==> config.mk <==
export PLATFORM = sky130hd
export DESIGN_NAME = swcc_ctrl
export DESIGN_NICKNAME = d
export VERILOG_FILES = /design/src/rtl/swcc_pkg.sv /design/src/rtl/swcc_ctrl.sv
export SDC_FILE = /design/constraint.sdc
export NUM_CORES = 1
export LEC_CHECK = 0
export BUFFER_PORTS_ARGS = -buffer_cell sky130_fd_sc_hd__buf_4
export CAP_MARGIN = 5
export CORE_AREA = 10 10 47 49
export CTS_BUF_LIST = sky130_fd_sc_hd__clkbuf_2 sky130_fd_sc_hd__clkbuf_4 sky130_fd_sc_hd__clkbuf_8
export CTS_CLUSTER_DIAMETER = 200
export DETAILED_ROUTE_END_ITERATION = 12
export DIE_AREA = 0 0 57 59
export PLACE_DENSITY = 0.79
export SYNTH_ARGS = -nofsm -noshare
export SYNTH_HDL_FRONTEND = slang
export SYNTH_SLANG_ARGS = --single-unit
==> constraint.sdc <==
create_clock -name clk -period 1.6 [get_ports clk]
set_clock_uncertainty 0.1 [all_clocks]
set_input_delay 0.08 -clock clk [delete_from_list [all_inputs] [get_ports clk]]
set_output_delay 0.08 -clock clk [all_outputs]
set_load 0.01 [all_outputs]
==> src/rtl/swcc_pkg.sv <==
`timescale 1ns / 1ps
package swcc_pkg;

  typedef enum logic [1:0] {
    ACT_PUSH  = 2'd0,
    ACT_READ  = 2'd1,
    ACT_CLEAR = 2'd2,
    ACT_NONE  = 2'd3
  } action_t;

  localparam logic [1:0] MODE_FWD  = 2'd0;
  localparam logic [1:0] MODE_REV  = 2'd1;
  localparam logic [1:0] MODE_BOTH = 2'd2;

  // Register index, taken from paddr[2]
  localparam logic REG_IDX_MODE = 1'b0;

  localparam int FIELD_ID_W = 6;

  typedef enum logic [3:0] {
    ST_IDLE,
    ST_CLEAR,
    ST_FWD_RD,
    ST_FWD_WAIT,
    ST_FWD_WR,
    ST_REV_RD,
    ST_REV_WAIT,
    ST_REV_WR,
    ST_RD_ADDR,
    ST_RD_WAIT,
    ST_OUT
  } state_t;

  // Controller to datapath.
  typedef struct packed {
    logic push;
    logic clr_start;
    logic walk_start;
    logic walk_rev;
    logic walk_step;
    logic mem_rd;
    logic mem_wr;
    logic rd_req;
    logic out_load;
    logic out_take;
  } swcc_cmd_t;

  // Datapath to controller.
  typedef struct packed {
    logic clr_done;
    logic walk_full;
    logic walk_hit;
    logic walk_last;
    logic out_full;
  } swcc_sts_t;

endpackage

==> src/rtl/swcc_ctrl.sv <==
`timescale 1ns / 1ps
module swcc_ctrl (
  input  logic                 clk,
  input  logic                 rst_n,
  input  logic                 in_valid,
  output logic                 in_stall,
  input  logic [1:0]           in_action,
  input  logic                 out_stall,
  input  logic [1:0]           mode,
  input  logic                 win_full_nxt,
  output swcc_pkg::swcc_cmd_t  cmd,
  input  swcc_pkg::swcc_sts_t  sts
);
  import swcc_pkg::*;

  state_t state_r, state_nxt;
  logic   acc;
  logic   do_fwd, do_rev;
  logic   out_free;

  assign do_fwd = (mode != MODE_REV);
  assign do_rev = (mode != MODE_FWD);
  assign in_stall = (state_r != ST_IDLE);
  assign acc = in_valid && !in_stall;
  // the output register is free, or its transfer happens at this edge
  assign out_free = !sts.out_full || !out_stall;

  always_ff @(posedge clk) begin
    if (!rst_n) begin
      state_r <= ST_CLEAR;
    end else begin
      state_r <= state_nxt;
    end
  end

  always_comb begin
    state_nxt = state_r;
    case (state_r)
      ST_IDLE: begin
        if (acc) begin
          case (in_action)
            ACT_PUSH: begin
              if (win_full_nxt && do_fwd) state_nxt = ST_FWD_RD;
              else if (win_full_nxt && do_rev) state_nxt = ST_REV_RD;
            end
            ACT_READ:  state_nxt = ST_RD_ADDR;
            ACT_CLEAR: state_nxt = ST_CLEAR;
            default:   state_nxt = ST_IDLE;
          endcase
        end
      end
      ST_CLEAR: if (sts.clr_done) state_nxt = ST_IDLE;
      ST_FWD_RD: begin
        if (!sts.walk_full || sts.walk_last) state_nxt = do_rev ? ST_REV_RD : ST_IDLE;
        else if (sts.walk_hit) state_nxt = ST_FWD_WAIT;
      end
      ST_FWD_WAIT: state_nxt = ST_FWD_WR;
      ST_FWD_WR:   state_nxt = ST_FWD_RD;
      ST_REV_RD: begin
        if (!sts.walk_full || sts.walk_last) state_nxt = ST_IDLE;
        else if (sts.walk_hit) state_nxt = ST_REV_WAIT;
      end
      ST_REV_WAIT: state_nxt = ST_REV_WR;
      ST_REV_WR:   state_nxt = ST_REV_RD;
      ST_RD_ADDR:  state_nxt = ST_RD_WAIT;
      ST_RD_WAIT:  state_nxt = ST_OUT;
      ST_OUT:      if (out_free) state_nxt = ST_IDLE;
      default:     state_nxt = ST_IDLE;
    endcase
  end

  always_comb begin
    cmd = '0;
    cmd.out_take = !out_stall;
    case (state_r)
      ST_IDLE: begin
        cmd.push = acc && (in_action == ACT_PUSH);
        cmd.rd_req = acc && (in_action == ACT_READ);
        cmd.clr_start = acc && (in_action == ACT_CLEAR);
        cmd.walk_start = cmd.push && win_full_nxt;
        cmd.walk_rev = !do_fwd;
      end
      ST_FWD_RD, ST_REV_RD: begin
        // skip unknown slots one per cycle; at the last slot hand over
        cmd.mem_rd = sts.walk_full && sts.walk_hit && !sts.walk_last;
        cmd.walk_step = sts.walk_full && !sts.walk_hit && !sts.walk_last;
        cmd.walk_start = (state_r == ST_FWD_RD) && do_rev &&
                         (!sts.walk_full || sts.walk_last);
        cmd.walk_rev = 1'b1;
      end
      ST_FWD_WR, ST_REV_WR: begin
        cmd.mem_wr = 1'b1;
        cmd.walk_step = 1'b1;
      end
      ST_OUT: cmd.out_load = out_free;
      default: ;
    endcase
  end
endmodule

# Word level (Yosys, flattened, before mapping)
# Cells that the tools add are included.
# Widths: inputs -> output; s select.
# op_classes
n_eq_ne	19
muxes	19
reduce_logical	29
# ops
op	n
$pmux 4 s11	1
$mux 4	9
$eq 4x3->1 const B	4
$logic_and 1x1->1	13
$eq 4x4->1 const B	3
$pmux 4 s3	1
$eq 4x2->1 const B	2
$logic_not 1->1	7
$ne 2x2->1 const B	3
$ne 3x3->1 const B	2
$reduce_and 6->1	1
$eq 4x1->1 const B	1
$logic_not 4->1	1
$mux 1	4
$ne 4x4->1 const B	1
$pmux 2 s2	1
$reduce_bool 4->1	1
$reduce_or 2->1	2
$mux 3	1
$eq 2x1->1 const B	1
$eq 2x2->1 const B	1
$logic_not 2->1	1
$logic_or 1x1->1	2
$mux 2	1
other kinds (3)	3
# totals
ff_bits	4
input_bits	14

# Logic depth before layout (Yosys ltp)
# logic_depth
ltp_word	7
depth_mapped	6

# Worst setup path before layout
# No wires, ideal clock.
# synth_timing
path_type	register -> output
from	register state_r[2]
to	output port cmd[7] (netlist name)
arrival_ns	1.641
path_slack_ns	-0.221
path_stages_with_launch	6
path_buffers	0
path_cell_list	dfxtp_1 > or4_4 > or3_4 > nor2_1 > nand2_1 > nand2_1
# synth_lines
element	line_no	rtl
from (decl)	swcc_ctrl.sv:16	state_t state_r, state_nxt;
from (signal assigned)	swcc_ctrl.sv:32	state_r <= state_nxt;
to (decl)	swcc_ctrl.sv:11	output swcc_pkg::swcc_cmd_t cmd,

==> flow_summary.yaml <==
synth:
  yosys_warnings: 0
  synth_ff_type: "dfxtp_1"
  syn_inst: 77
  synthArstFlopShare_pct: 0
  syn_avg_cell_area_um2: 6.84
  ys_types: 36
  synth_area_um2: 527
  synth_seq_area_share_pct: 15.2
  synth-edff-count: 0
  synth_nets: 91
  ys_ff_latch: 4
floorplan:
  dieArea_um2: 3360
  die_y_um: 59
  start_util_pct: 37.6
  die_w_um: 57
  ioPinCount: 25
  coreArea_um2: 1400
  rows: 14
timing:
  fmax_ghz: 0.503
  post-route-period-util_pct: 124
  worst_slack_ns: -0.387
  finalSetupTns_ns: -3.00
  finalSetupViolCount: 12
  slew_headroom_pct: 73.5
  rsz0062_at_grt: "yes"
  worst_pin_slew_ns: 0.392
  finalHoldViolations: 0
  hold_slack_ns: 0.0858
  drv_slew: 0
  fin_crit_ns: 1.99
setup_path:
  worstSetupStartpointType: "register"
  cp.arrival_ns: 1.81
  path_class: "register to output pin"
  critPathSlowestCell: "or4_4"
  worstPathMaxFanout: 2
  required_ns: 1.42
  crit_buf_inv: 1
  worstPathCellList: "or4_4 > or3_4 > nor2_4 > nand2_2 > nand2_2 > buf_6"
  crit_top_cell: "nand2_2"
  cpPeakStageDelay_ns: 0.54
  end_kind: "output pin"
  critical_path.top_delay_family: "simple AND/OR/NAND/NOR gates"
final_layout:
  diodes: 0
  drive_gt1_share_pct: 54.6
  final_cells: 135
  final_cell_mix: "buf_4 (38), nand2_1 (7), nor2_1 (5), inv_1 (5)"
  top_register: "state_r"
  largest_reg_flops: 4
  multi_input_area_um2: 487
  ff_latch_area_um2: 85.1
  syn2layout_area_growth_pct: 84.8
  fillers: 113
  final_area_um2: 973
  fin_util_pct: 69.5
  layout.cells.most_common: "buf_4"
  reg.largest.list: "state_r x4"
  final_nets: 135
global_route:
  grt_pass1_wl_um: 3460
  grt_pass1_vias: 802
  grt_overflow: 0
  grtUsageTotal_pct: 12.5
  grt_max_degree: 15
  antenna_found_initial: 0
drt:
  vias: 766
  drt_iter0_drc: 16
  drt-pass1-iter-count: 4
  drt_wl_total_um: 2180
  ant_nets: 0
  vias_per_cell: 5.67
  post_drt_wl_per_cell_um: 16.1
  drcViolationCount: 0
status:
  outcome: "finished, violations left"
  failed_checks: "setup timing"
clock_tree:
  root_buffer: "clkbuf_4"
  clk_pin_slew_ns: 0.04
  cts_buffers: 3
  clockBufferDepth: 2
  clk_latency_ns: 0.24
  clock_sinks: 4
  htreeDepth: 1
  cts_tree: "built"
pwr:
  power.density_nw_per_um2: 444
  max-vdd-ir-drop_mv: 0.385
  p_leak_nw: 0.440
  p_total_mw: 0.432
place:
  dp_slack_ns: -0.220
  hpwlAfterDp_um: 1650
  place_area_um2: 835
  place_congestion: 0.930
  io_buffers: 24
  place_inst: 129
flow_run:
  maxCapViolCount: 0
min_path:
  hold_path.class: "input pin to register"
-- worst min-delay path, stage by stage --
cell	delay (ns)
buf_4	0.09
or4_1	0.15
a21oi_2	0.06
-- layer usage --
layer,wire length (um),part of all wire (%),track usage [%]
met3,97,4.5,3.65
met1,831,38,11.9
met5,0,0,0
met2,1170,54,22.5
met4,75,3.4,9.06
-- timing repair --
item | 4_1_cts | 5_1_grt
cloned | 0 | 0
endpoints found under the setup margin | 12 | 13
buffers inserted | 2 | 0
endpoints found under the hold margin | 1 | 0
hold buffers | 1 | 0
pin swaps | 5 | 4
gates resized for setup | 18 | 5
-- area by class of cell --
cell class	count	area share (%)
multi-input cells	64	50.0
clock buffers	3	2.31
repair buffers	43	35.0
inverters	5	1.93
well taps	16	2.06
flip-flops and latches	4	8.74
-- cells in the mapped netlist (2+ instances only) --
library cell,n,share of area [%]
nand2_1,9,6.4
nor2_1,7,5.0
nor2b_1,6,7.1
inv_1,5,3.6
a21oi_1,4,3.8
dfxtp_1,4,15
clkbuf_1,3,2.1
nand2b_1,3,3.6
o211ai_1,3,4.3
o21ai_0,3,2.8
mux2i_1,2,3.8
nand3_1,2,1.9
nand3b_1,2,2.8
nor4b_1,2,3.3
-- path summary, 6_finish.rpt --
| path | start | to | slack, ns | cells past startpoint |
|---|---|---|---|---|
| worst max register to register | state_r[3] | state_r[3] | -0.34 | 6 |
| worst max-delay path | state_r[3] | cmd[7] | -0.39 | 6 |
| worst min-delay path | sts[2] | state_r[2] | 0.09 | 3 |
| worst min register to register | state_r[1] | state_r[1] | 0.55 | 3 |
-- cell families after synthesis --
| logic type | after synthesis | synth area share [%] |
|---|---|---|
| and+or+nand+nor | 41 | 45.4 |
| AOI/OAI and AO/OA | 21 | 29.0 |
| buffers and inverters | 9 | 6.65 |
| DFF | 4 | 15.2 |
| muxes | 2 | 3.80 |
-- power breakdown --
part           switching (mW)  internal (mW)
Sequential            0.00504          0.105
Combinational          0.0922          0.102
Clock                  0.0432         0.0840
No activity file was read; power rests on OpenSTA's default activity.
